===== src/hsdf_pkg.sv =====
// ----------------------------------------------------------------------------
// hsdf_pkg
// Shared sizes, tokens and state codes of the hash-set duplicate filter.
// ----------------------------------------------------------------------------
package hsdf_pkg;

    // BUCKETS must be a power of two: the row is the low bits of the magnitude.
    localparam int BUCKETS   = 1024;
    localparam int WAYS      = 4;
    localparam int ROW_W     = $clog2(BUCKETS);
    localparam int WAY_W     = (WAYS > 1) ? $clog2(WAYS) : 1;
    localparam int DATA_W    = 32;
    localparam int COUNT_W   = 13;
    localparam logic [COUNT_W-1:0] COUNT_MAX = {COUNT_W{1'b1}};
    localparam logic [ROW_W-1:0]   ROW_LAST  = ROW_W'(BUCKETS - 1);

    // Request travelling along the row of way cells.
    typedef struct packed {
        logic              vld;
        logic [DATA_W-1:0] value;
        logic [ROW_W-1:0]  row;
        logic              last;
        logic              hit;
        logic              free_found;
        logic [WAY_W-1:0]  free_way;
    } t_tok;

    // Insertion of a new value into one way of one row.
    typedef struct packed {
        logic              en;
        logic [WAY_W-1:0]  way;
        logic [ROW_W-1:0]  row;
        logic [DATA_W-1:0] value;
    } t_commit;

    // Clearing sweep over the valid bits.
    typedef struct packed {
        logic             en;
        logic [ROW_W-1:0] addr;
    } t_clr;

    typedef struct packed {
        logic [DATA_W-1:0]  value;
        logic               keep;
        logic               overflow;
        logic [COUNT_W-1:0] count;
        logic               last;
    } t_res;

    typedef enum logic [1:0] {
        ST_CLEAR,
        ST_IDLE,
        ST_BUSY
    } t_state;

endpackage


===== src/hsdf_outq.sv =====
// ----------------------------------------------------------------------------
// hsdf_outq
// Two-entry result queue that parts the filter from the downstream stall.
// ----------------------------------------------------------------------------
module hsdf_outq import hsdf_pkg::*; (
    input  logic i_clk,
    input  logic i_rst_n,
    input  logic i_push,
    input  t_res i_res,
    input  logic i_stall,
    output logic o_valid,
    output t_res o_res,
    output logic o_room
);

    t_res       r_ent [2];
    logic       r_wp;
    logic       r_rp;
    logic [1:0] r_cnt;
    logic       w_pop;

    assign o_valid = (r_cnt != 2'd0);
    assign w_pop   = o_valid && !i_stall;
    assign o_res   = r_ent[r_rp];
    assign o_room  = (r_cnt != 2'd2);

    always_ff @(posedge i_clk) begin
        if (i_push) begin
            r_ent[r_wp] <= i_res;
        end
    end

    always_ff @(posedge i_clk) begin
        if (!i_rst_n) begin
            r_wp  <= 1'b0;
            r_rp  <= 1'b0;
            r_cnt <= 2'd0;
        end else begin
            if (i_push) begin
                r_wp <= ~r_wp;
            end
            if (w_pop) begin
                r_rp <= ~r_rp;
            end
            case ({i_push, w_pop})
                2'b10:   r_cnt <= r_cnt + 2'd1;
                2'b01:   r_cnt <= r_cnt - 2'd1;
                default: r_cnt <= r_cnt;
            endcase
        end
    end

endmodule


===== config.mk =====
export PLATFORM = sky130hd
export DESIGN_NAME = hsdf_outq
export DESIGN_NICKNAME = d
export VERILOG_FILES = /design/src/hsdf_pkg.sv /design/src/hsdf_outq.sv
export SDC_FILE = /design/constraint.sdc
export NUM_CORES = 1
export LEC_CHECK = 0
export BUFFER_PORTS_ARGS = -buffer_cell sky130_fd_sc_hd__buf_4
export CAP_MARGIN = 30
export CORE_AREA = 2 2 131 101
export DETAILED_ROUTE_END_ITERATION = 12
export DIE_AREA = 0 0 133 103
export MAX_ROUTING_LAYER = met4
export PLACE_DENSITY = 0.52
export SLEW_MARGIN = 10
export SYNTH_ARGS = -nofsm -noshare
export SYNTH_HDL_FRONTEND = slang
export SYNTH_SLANG_ARGS = --single-unit

===== constraint.sdc =====
create_clock -name i_clk -period 3.09 [get_ports i_clk]
set_clock_uncertainty 0.2 [all_clocks]
set_input_delay 0.4635 -clock i_clk [delete_from_list [all_inputs] [get_ports i_clk]]
set_output_delay 0.4635 -clock i_clk [all_outputs]
set_load 0.02 [all_outputs]

# --- Word-level counts from Yosys, hierarchy flattened ---
# Memories as Yosys holds them, arrays and structs flattened. A register that Yosys moved wholly into a read port is not among the register bits.
# Cells that the tools add are included.
word_totals:
  register_bits: 4
  latch_bits: 0
  ram_bits: 96
  rom_bits: 0
  in_bits: 52
  out_inout_bits: 50
  memories: 1
memory_table:
  columns: ["name", "depth", "word_bits", "read_ports", "rd_ports_with_merged_regs", "write_ports", "line_no", "source"]
  rows:
  - ["r_ent", 2, 48, 1, 1, 1, "hsdf_outq.sv:16", "t_res r_ent [2];"]
classes:
  addsub: 2
  multipliers: 0
  n_div: 0
  order_cmp: 0
  n_eq_ne: 3
  shift: 0
  muxes: 5
  n_bitwise: 2
  reduce_logical: 4
ops:
  columns: ["cell", "n"]
  rows:
  - ["$mux W1", 4]
  - ["$pmux W2 S2", 1]
  - ["$reduce_bool A2 Y1", 2]
  - ["$add A2 B1 Y2 const B", 1]
  - ["$eq A2 B1 Y1 const B", 1]
  - ["$eq A2 B2 Y1 const B", 1]
  - ["$ne A2 B2 Y1 const B", 1]
  - ["$not A1 Y1", 2]
  - ["$sub A2 B1 Y2 const B", 1]
  - ["$logic_and A1 B1 Y1", 1]
  - ["$logic_not A1 Y1", 1]

# --- Logic depth before layout (Yosys ltp) ---
# Gate-level depths: netlist of run 1.
logic_depth:
  depth_word: 4
  mapped_depth: 6

# --- Least setup slack after synthesis of run 1 ---
# Ideal clock, no wire load.
synth_path:
  path_kind: "input port to flip-flop"
  from: "in i_push"
  to: "mem r_ent[0][0] in the netlist's numbering, enable pin"
  setup_ns: 0.456
  t_arrival_ns: 2.568
  required_ns: 2.434
  path_slack_ns: -0.134
  path_stages: 2
  path_cell_list: "inv_1 nor2_1"
synth_via:
  elab_chain_len: 2
synth_rtl:
  columns: ["item", "line_no", "source"]
  rows:
  - ["start, declared", "hsdf_outq.sv:8", "input logic i_push,"]
  - ["$mux W1", "hsdf_outq.sv:28", "if (i_push) begin"]
  - ["$mux W1 (implied by the code)", "hsdf_outq.sv:29", "r_ent[r_wp] <= i_res;"]
  - ["end, declared", "hsdf_outq.sv:16", null]
# No other way between the ends.

==> results.md, run 1 <==
* Status: finished, final reports clean
* Antenna-violating nets left at 0
* Layout net count at 338
* Hold Buf Count CTS at 0
* Crit path max-delay cell type: dfxtp_2
* Synth Warn # at 0
* Most frequent cell after synthesis: edfxtp_1
* Gate power share at 22.1%
* Max FO, Critical Path at 16
* Req. time, crit path at between 2000 and 2500 ps
* TritonCTS clock tree: yes
* Wire length per cell at 14.36 um
* CP most frequent cell: buf_4
* Mapped Avg Cell Area at about 21 um2
* RSZ-0062 raised after global routing: false
* Num CTS Buffers at 9
* Area Overhead vs Synth at 36.59%
* Worst-margin pin slew at 676.3 ps
* Final setup violation count at 0
* Post-synth top cells: edfxtp_1, mux2_2, dfxtp_1, buf_2, nor2_1
* Switch Pwr at slightly above 0.9 mW
* Crit. End Element: primary output
* Seq pwr share at 44.3%
* Number of port buffers at 101
* Die ar. at roughly 14000 um2
* Internal Pwr Total at between 2 and 3 mW
* Worst-path clk slew at 70 ps
* CP Launch Type: flip-flop
* Fraction of registers with async set/reset at 0%
* Crit path kind: reg2out
* Final WL at between 6000 and 7000 um
* Synthesized cell area at 3680 um2
* Clock power share at 33.6%
* Vias in the first global route at 2004
* Post-synthesis cell count at 174
* Setup bufs post-CTS at 0
* Netlist cell types at 17
* Synth Register Bits at between 100 and 150
* Ant diodes at 0
* Post-synth top area share at 78.34%
* Max transition margin at between 50 and 60%
* Htree depth at 3
* Core Box Area at around 13000 um2
* Max Slew Vio Count at 0
* Dpl hpwl at 4329 um
* Overflow after GRT at 0
* Worst skew pair latency at 330 ps
* # resized after CTS at 0
* # Max-Cap Violations at 0
* Fmax at 411.8 MHz
* CP Data Arrival Time at 1760 ps
* Largest net degree at the start of global routing at 50
* Fin crit period at 2428 ps
* Top-Level Pins at 102
* Post-route DRC at 0
* Worst min-delay path class: in2reg
* Final GP Congestion at 0.6806
* CTS Buffer Depth at 2
* First-pass GRT wire length at 10030 um
* Max incr delay on CP at 600 ps
* Static Leak at 1.844 nW
* Synth Flop Type: edfxtp_1
* # rows at 36
* Routed vias/inst at 4.134
* GRT Util Overall at approximately a tenth
* Fraction of layout cells with a size suffix above 1 at between 50% and 60%
* Worst vdd ir at 0.2932 mV
* Via count at 1906
* Post-synth EDFFs at 96
* Initial drt markers at 88
* Synth area leader: edfxtp_1
* Post-synth net total at roughly 230
* Final period util at 78.59%
* Die height at 103 um
* Initial antenna violation count at 0
* Switching Share at 24.64%
* Number of clock sinks at 101
* Seq/Total Area, Yosys at about four fifths
* Initial Util at 29.28%
* Final Hold Viols at 0
* Critical Path, Cell by Cell: buf_4 > mux2_2 > buf_4
* First drt pass iteration count at 4
* Setup_tns at 0 ps
* Root Buffer: clkbuf_16
* Total Power at approximately 3.7 mW
* Die Wd at roughly 130 um
* Synth area leaders: edfxtp_1, mux2_2, dfxtp_1, xnor2_1, buf_2
* P per Cell Area at 739.3 nW/um2
==> path summary, 6_finish.rpt <==
path | start | end | slack [ps] | depth (start not counted)
max | flip-flop | o_res[23] | 660 | 3
min | i_res[15] | r_ent[1][15] | 110 | 1
max reg2reg | r_wp | r_ent[1][6] | 1360 | 2
min reg2reg | r_cnt[1] | r_cnt[1] | 310 | 2
==> per-stage QoR <==
| stage | hold WS (ps) | cells | util [%] | instance area (um2) | setup slack (ps) |
|---|---|---|---|---|---|
| floorplan | 270.6 | 174 | - | 3682 | 705.6 |
| finish | 109.0 | 461 | 39.99 | 5026 | 661.6 |
| global placement | 284.7 | 445 | 37.30 | 4687 | 1025 |
| detailed placement | 305.6 | 445 | 37.30 | 4687 | 990.7 |
| global route | 83.53 | 461 | 39.99 | 5026 | 553.4 |
| CTS | 92.29 | 461 | 39.99 | 5026 | 612.5 |
==> power by group through the flow <==
stage	Combinational (mW)	Clock [mW]	Sequential, mW
2_1_floorplan	0.519	0	1.64
3_5_place_dp	0.830	0	1.68
5_1_grt	0.880	1.34	1.66
4_1_cts	0.834	1.29	1.65
6_report	0.820	1.25	1.65
3_3_place_gp	0.822	0	1.68
==> cells by family (layout without fill, tap and decap cells) <==
| logic type | Yosys count | in the layout | synth area share, % |
|---|---|---|---|
| xor gates and xnor gates | 2 | 2 | 0.4761 |
| adders and majority gates | 1 | 1 | 0.3400 |
| AOI/OAI and AO/OA | 6 | 6 | 1.088 |
| muxes | 48 | 48 | 14.69 |
| and+or+nand+nor | 9 | 9 | 1.326 |
| DFF | 101 | 101 | 81.06 |
| buffers and inverters | 7 | 123 | 1.020 |
==> metal layers <==
layer | vias to the layer above | global-route usage [%] | part of all wire, %
met5 | - | - | 0
met4 | 0 | 3.226 | 0.83
met3 | 9 | 4.326 | 6.1
met2 | 61 | 17.18 | 49
met1 | 939 | 11.34 | 44
li1 | 897 | - | -
==> flip-flops by register name (all words and copies together) (netlist names), named ones only <==
signal and cells:
r_wp 1, r_cnt 2, r_ent 96, r_rp 1
==> critical path, delay by kind of cell, from the launching register on <==
kind	cells	cell delay [ps]
flip-flops	1	600
buffers and inverters	2	460
multiplexers	1	360
==> final cells by class <==
cell class              instances  area (um2)
inverters                       2       7.507
well taps                     171       214.0
repair buffers                105       813.3
multi-input cells              66       668.1
flip-flops and latches        101        2984
fillers                      1166        7541
clock buffers                  10       229.0
clock inverters                 6       110.1
==> cell usage in the layout, fill, tap and decap left out, drive strengths merged <==
cell type / count
buf: 105
edfxtp: 96
mux2: 48
clkbuf: 10
dfxtp: 5
bufinv: 3
nor2: 3
inv: 3
a21boi: 3
o21ai: 2
or3: 2
xnor2: 2
and2: 2
nand2b: 1
nor2b: 1
o21a: 1
ha: 1
clkinvlp: 1
clkinv: 1
(Power assumes the default switching activity.)
==> run 2: changes to the inputs <==
--- a/config.mk
+++ b/config.mk
@@ -11,7 +11,7 @@
 export DETAILED_ROUTE_END_ITERATION = 12
 export DIE_AREA = 0 0 133 103
 export MAX_ROUTING_LAYER = met4
-export PLACE_DENSITY = 0.52
+export PLACE_DENSITY = 0.5
 export SLEW_MARGIN = 10
 export SYNTH_ARGS = -nofsm -noshare
 export SYNTH_HDL_FRONTEND = slang
==> constraint.sdc (replaced) <==
create_clock -name i_clk -period 2.35 [get_ports i_clk]
set_clock_uncertainty 0.2 [all_clocks]
set_input_delay 0.3525 -clock i_clk [delete_from_list [all_inputs] [get_ports i_clk]]
set_output_delay 0.3525 -clock i_clk [all_outputs]
set_load 0.02 [all_outputs]
==> results.md, run 2 (same netlist as run 1, synthesis figures left out) <==
* First-pass GRT wire length at 10580 um (+5.6%)
* Fraction of layout cells with a size suffix above 1 at 50.88% (-7.7 points)
* Reg2reg end: r_cnt[1]
* Initial antenna violation count at 0 (unchanged)
* Worst min-delay path class: in2reg
* Crit. End Element: primary output
* Worst-margin pin slew at 403.4 ps (-272.9 ps)
* Die Wd at 133 um (unchanged)
* Placed cells at 447 (+0.45%)
* Fmax at 467.9 MHz
* Status: finished, final reports clean
* RSZ-0062 raised after global routing: false
* Post-route DRC at 0 (unchanged)
* Largest net degree at the start of global routing at 29 (-42%)
* Worst-path clk slew at 60 ps (about the same)
* Internal Pwr Total at 3.401 mW (+21%)
* R2R cell count at 5 (+3)
* Top-Level Pins at 102 (unchanged)
* Antenna-violating nets left at 0 (unchanged)
* Max transition margin at 73.11% (+18 points)
* Number of clock sinks at 101 (unchanged)
* Gate power share at 25.1% (+3.0 points)
* TritonCTS clock tree: yes
* DP Area at 4677 um2 (-0.21%)
* Switch Pwr at 1.247 mW (+36%)
* Final WL at 7012 um (+5.9%)
* Max reg flops at 96 (unchanged)
* # resized after CTS at 0 (unchanged)
* Dpl hpwl at 4415 um (+2.0%)
* Fin area at 5430 um2 (+8.0%)
* Final Hold Viols at 0 (unchanged)
* Ant diodes at 0 (unchanged)
* Area Overhead vs Synth at 47.57%
* Root Buffer: clkbuf_16
* Fin crit period at 2137 ps
* Routed vias/inst at 4.092 (-1.0%)
* Overflow after GRT at 0 (unchanged)
* CTS Buffer Depth at 2 (unchanged)
* Die height at 103 um (unchanged)
* Static Leak at 2.022 nW (+9.6%)
* Max Slew Vio Count at 0 (unchanged)
* Layout net count at 388 (+15%)
* Vias in the first global route at 2151 (+7.3%)
* Via count at 2091 (+9.7%)
* Worst vdd ir at 0.4094 mV (+40%)
* Setup_tns at 0 ps (unchanged)
* Core Box Area at 12570 um2 (unchanged)
* Hold Path Depth at 2 (+1)
* Switching Share at 26.83% (+2.2 points)
* Most frequent cells in the layout: buf_4, edfxtp_1, mux2_2, dlygate4sd3_1, clkbuf_16
* Clock power share at 29.0% (-4.6 points)
* Worst skew pair latency at 330 ps (about the same)
* Htree depth at 3 (unchanged)
* Wire length per cell at 13.72 um (-4.5%)
* # Max-Cap Violations at 0 (unchanged)
* Worst hold slack at 60.82 ps (-48.20 ps)
* Number of port buffers at 101 (unchanged)
* Crit path kind: reg2out
* Reg2reg setup slack at 680 ps (-680 ps)
* # rows at 36 (unchanged)
* Final period util at 90.95%
* GRT Util Overall at 10.72% (+0.43 points)
* Req. time, crit path at 1800 ps (-630 ps)
* R2R Path Start: r_cnt[0]
* Largest Register: r_ent
* Largest registers: r_ent (96), r_cnt (2)
* First drt pass iteration count at 4 (unchanged)
* Seq. cell area at 2984 um2 (unchanged)
* Multi-input logic area at 668.1 um2 (unchanged)
* Seq pwr share at 45.9% (+1.6 points)
* Max FO, Critical Path at 28 (+12)
* Num CTS Buffers at 9 (unchanged)
* Final setup violation count at 0 (unchanged)
* Final GP Congestion at 0.6622 (-2.7%)
* CP Data Arrival Time at 1580 ps (-180 ps)
* Commonest non-fill, non-tap cell in the layout: buf_4
* Initial drt markers at 53 (-40%)
* Crit path to: o_res[29]
* P per Cell Area at 856.0 nW/um2 (+16%)
* Initial Util at 29.28% (unchanged)
* Non-Filler Instances at 511 (+11%)
* Die ar. at 13700 um2 (unchanged)
* CP Launch Type: flip-flop
* Fillers at 1138 (-2.4%)
-- run 2: cell types whose count changed in the layout (fill, tap and decap cells not counted) --
cell | previous run | this run
bufinv_16 | 3 | 0
clkbuf_1 | 1 | 0
buf_4 | 103 | 107
buf_12 | 2 | 0
clkinv_2 | 0 | 2
inv_6 | 1 | 3
dlygate4sd3_1 | 0 | 48
-- run 2: area by class of cell --
type,count,area share [%]
Inverter,2,0.1382
Clock inverter,7,0.8756
Timing Repair Buffer,155,23.64
Tap cell,171,3.940
Clock buffer,9,4.147
Sequential cell,101,54.95
Multi-Input combinational cell,66,12.30
-- run 2: worst min path at each step --
stage,startpoint,to
final,i_rst_n,r_wp
after CTS,i_rst_n,r_wp
after detailed placement,r_rp,flip-flop
after global placement,r_cnt[1],r_cnt[1]
after floorplan,i_res[0],r_ent[0][0]
after global routing,i_rst_n,r_cnt[0]
-- run 2: power by group through the flow --
stage | Sequential, mW | Clock, mW | Combinational (mW)
3_5_place_dp | 2.17 | 0 | 1.12
6_report | 2.13 | 1.35 | 1.17
4_1_cts | 2.13 | 1.40 | 1.19
5_1_grt | 2.14 | 1.48 | 1.25
3_3_place_gp | 2.17 | 0 | 1.12
2_1_floorplan | 2.16 | 0 | 0.683
-- run 2: what timing repair did --
item,in CTS,in global routing
setup endpoints to repair,0,0
hold buffers,48,0
buffers inserted,0,0
hold endpoints to repair,96,0
-- run 2: stage by stage --
stage	worst slack (ps)	utilization (%)	total power, mW
after global placement	552.8	37.22	3.282
after detailed placement	550.9	37.22	3.289
after CTS	171.8	43.21	4.722
final	212.6	43.21	4.648
after global routing	121.1	43.21	4.874
after floorplan	76.58	-	2.845
-- run 2: layer usage --
metal | vias to the layer above | GRT usage (%) | routed length [um]
met5 | - | - | 0
met4 | 0 | 3.970 | 79
met3 | 8 | 3.786 | 370
met2 | 67 | 17.58 | 3383
met1 | 1013 | 12.30 | 3178
li1 | 1003 | - | -
-- run 2: worst max-delay path, stage by stage (launching register included) --
cell,delay [ps]
dfxtp_2,330
buf_4,360
mux2_2,390
buf_4,160
==> run 3: changes to the inputs <==
--- a/config.mk
+++ b/config.mk
@@ -10,7 +10,6 @@
 export CORE_AREA = 2 2 131 101
 export DETAILED_ROUTE_END_ITERATION = 12
 export DIE_AREA = 0 0 133 103
-export MAX_ROUTING_LAYER = met4
 export PLACE_DENSITY = 0.5
 export SLEW_MARGIN = 10
 export SYNTH_ARGS = -nofsm -noshare
==> results.md, run 3 (same netlist as run 1, synthesis figures left out) <==
* Most frequent cells in the layout: buf_4, edfxtp_1, mux2_2, dlygate4sd3_1, clkbuf_16
* Top-Level Pins at 102 (unchanged)
* Routed vias/inst at 4.082 (-0.24%)
* Fin crit period at 2141 ps (+3.550 ps)
* Final Hold Viols at 0 (unchanged)
* Die height at 103 um (unchanged)
* Largest Register: r_ent
* Reg2reg end: r_cnt[1]
* RSZ-0062 raised after global routing: false
* CP Data Arrival Time at 1590 ps (about the same)
* First drt pass iteration count at 4 (unchanged)
* Post-route DRC at 0 (unchanged)
* First-pass GRT wire length at 10580 um (unchanged)
* Number of port buffers at 101 (unchanged)
* Die ar. at 13700 um2 (unchanged)
* Vias in the first global route at 2146 (-0.23%)
* Largest net degree at the start of global routing at 29 (unchanged)
* Crit. End Element: primary output
* Area Overhead vs Synth at 47.57% (unchanged)
* Worst vdd ir at 0.4095 mV (about the same)
* Htree depth at 3 (unchanged)
* P per Cell Area at 856.7 nW/um2 (about the same)
* Crit path kind: reg2out
* Max FO, Critical Path at 28 (unchanged)
* Dpl hpwl at 4415 um (unchanged)
* Final GP Congestion at 0.6562 (-0.91%)
* # rows at 36 (unchanged)
* Routed length on met1 at 3150 um (-0.88%)
* Layout net count at 388 (unchanged)
* # Max-Cap Violations at 0 (unchanged)
* Largest registers: r_ent (96), r_cnt (2)
* Initial drt markers at 67 (+26%)
* Final period util at 91.10% (+0.15 points)
* Core Box Area at 12570 um2 (unchanged)
* Initial antenna violation count at 0 (unchanged)
* Max reg flops at 96 (unchanged)
* Total Power at 4.652 mW (about the same)
* Worst-path clk slew at 60 ps (about the same)
* Max Slew Vio Count at 0 (unchanged)
* Non-Filler Instances at 511 (unchanged)
* Antenna-violating nets left at 0 (unchanged)
* Num CTS Buffers at 9 (unchanged)
* Placed cells at 447 (unchanged)
* R2R cell count at 5 (unchanged)
* CP Launch Type: flip-flop
* Final setup violation count at 0 (unchanged)
* Status: finished, final reports clean
* WL met2 at 3385 um (about the same)
* Fillers at 1138 (unchanged)
* R2R Path Start: r_cnt[0]
* Commonest non-fill, non-tap cell in the layout: buf_4
* Via count at 2086 (-0.24%)
* Root Buffer: clkbuf_16
* Worst skew pair latency at 330 ps (about the same)
* Setup_tns at 0 ps (unchanged)
* Static Leak at 2.022 nW (unchanged)
* Worst hold slack at 59.07 ps (-1.756 ps)
* Uppermost layer routed: met4
* Fmax at 467.1 MHz (-0.17%)
* Fraction of layout cells with a size suffix above 1 at 50.88% (unchanged)
* Die Wd at 133 um (unchanged)
* Initial Util at 29.28% (unchanged)
* Worst min-delay path class: in2reg
* Req. time, crit path at 1800 ps (about the same)
* Final WL at 7016 um (about the same)
* TritonCTS clock tree: yes
* Worst-margin pin slew at 404.4 ps (+0.9933 ps)
* Setup WS post-layout at 209.1 ps (-3.550 ps)
* Met3 routed WL at 411 um (+11%)
* Reg2reg setup slack at 670 ps (about the same)
* Pre-CTS setup slack at 550.9 ps (unchanged)
* CTS Buffer Depth at 2 (unchanged)
* Max transition margin at 73.04% (about the same)
* Overflow after GRT at 0 (unchanged)
* Number of clock sinks at 101 (unchanged)
* # resized after CTS at 0 (unchanged)
* Wire length per cell at 13.73 um (about the same)
* GRT Util Overall at 10.37% (-0.35 points)
* Crit path to: o_res[29]
* Ant diodes at 0 (unchanged)
==> run 3: cell counts in the layout (fill, tap and decap cells not counted) <==
Identical to the previous run, type by type.
==> run 3: layout make-up <==
cell class / instances / area, um2 / share of cell area, %
multi-input cells: 66 / 668.1 / 12.30
flip-flops and latches: 101 / 2984 / 54.95
repair buffers: 155 / 1284 / 23.64
clock buffers: 9 / 225.2 / 4.147
well taps: 171 / 214.0 / 3.940
clock inverters: 7 / 47.55 / 0.8756
inverters: 2 / 7.507 / 0.1382
==> run 3: worst min path at each step <==
stage | startpoint | endpoint | slack (ps) | depth (start not counted)
floorplan | i_res[0] | r_ent[0][0] | 250 | 0
global placement | r_cnt[1] | r_cnt[1] | 290 | 2
detailed placement | r_rp | flip-flop | 300 | 2
CTS | i_rst_n | r_wp | 50 | 2
global route | i_rst_n | r_cnt[0] | 60 | 2
finish | i_rst_n | r_wp | 60 | 2
==> run 3: stage by stage <==
stage	utilization, %	area [um2]
after floorplan	-	3682
after global placement	37.22	4677
after detailed placement	37.22	4677
after CTS	43.21	5430
after global routing	43.21	5430
final	43.21	5430
==> run 3: metal layers <==
layer	vias to the layer above	global-route usage, %
met4	0	3.970
met5	-	0
li1	1003	-
met3	7	4.031
met1	1009	12.08
met2	67	17.62
==> run 3: power breakdown <==
part,internal [mW],switching [mW]
combinational,0.587,0.581
sequential,2.09,0.0384
clock,0.721,0.631
total,3.40,1.25
==> run 3: what timing repair did <==
| item | in CTS | in global routing |
|---|---|---|
| hold buffers | 48 | 0 |
| hold endpoints to repair | 96 | 0 |
| setup buffers | 0 | 0 |
==> run 3: worst max-delay path, stage by stage, from the launching register on <==
cell and delay (ps):
dfxtp_2 330, buf_4 360, mux2_2 390, buf_4 160
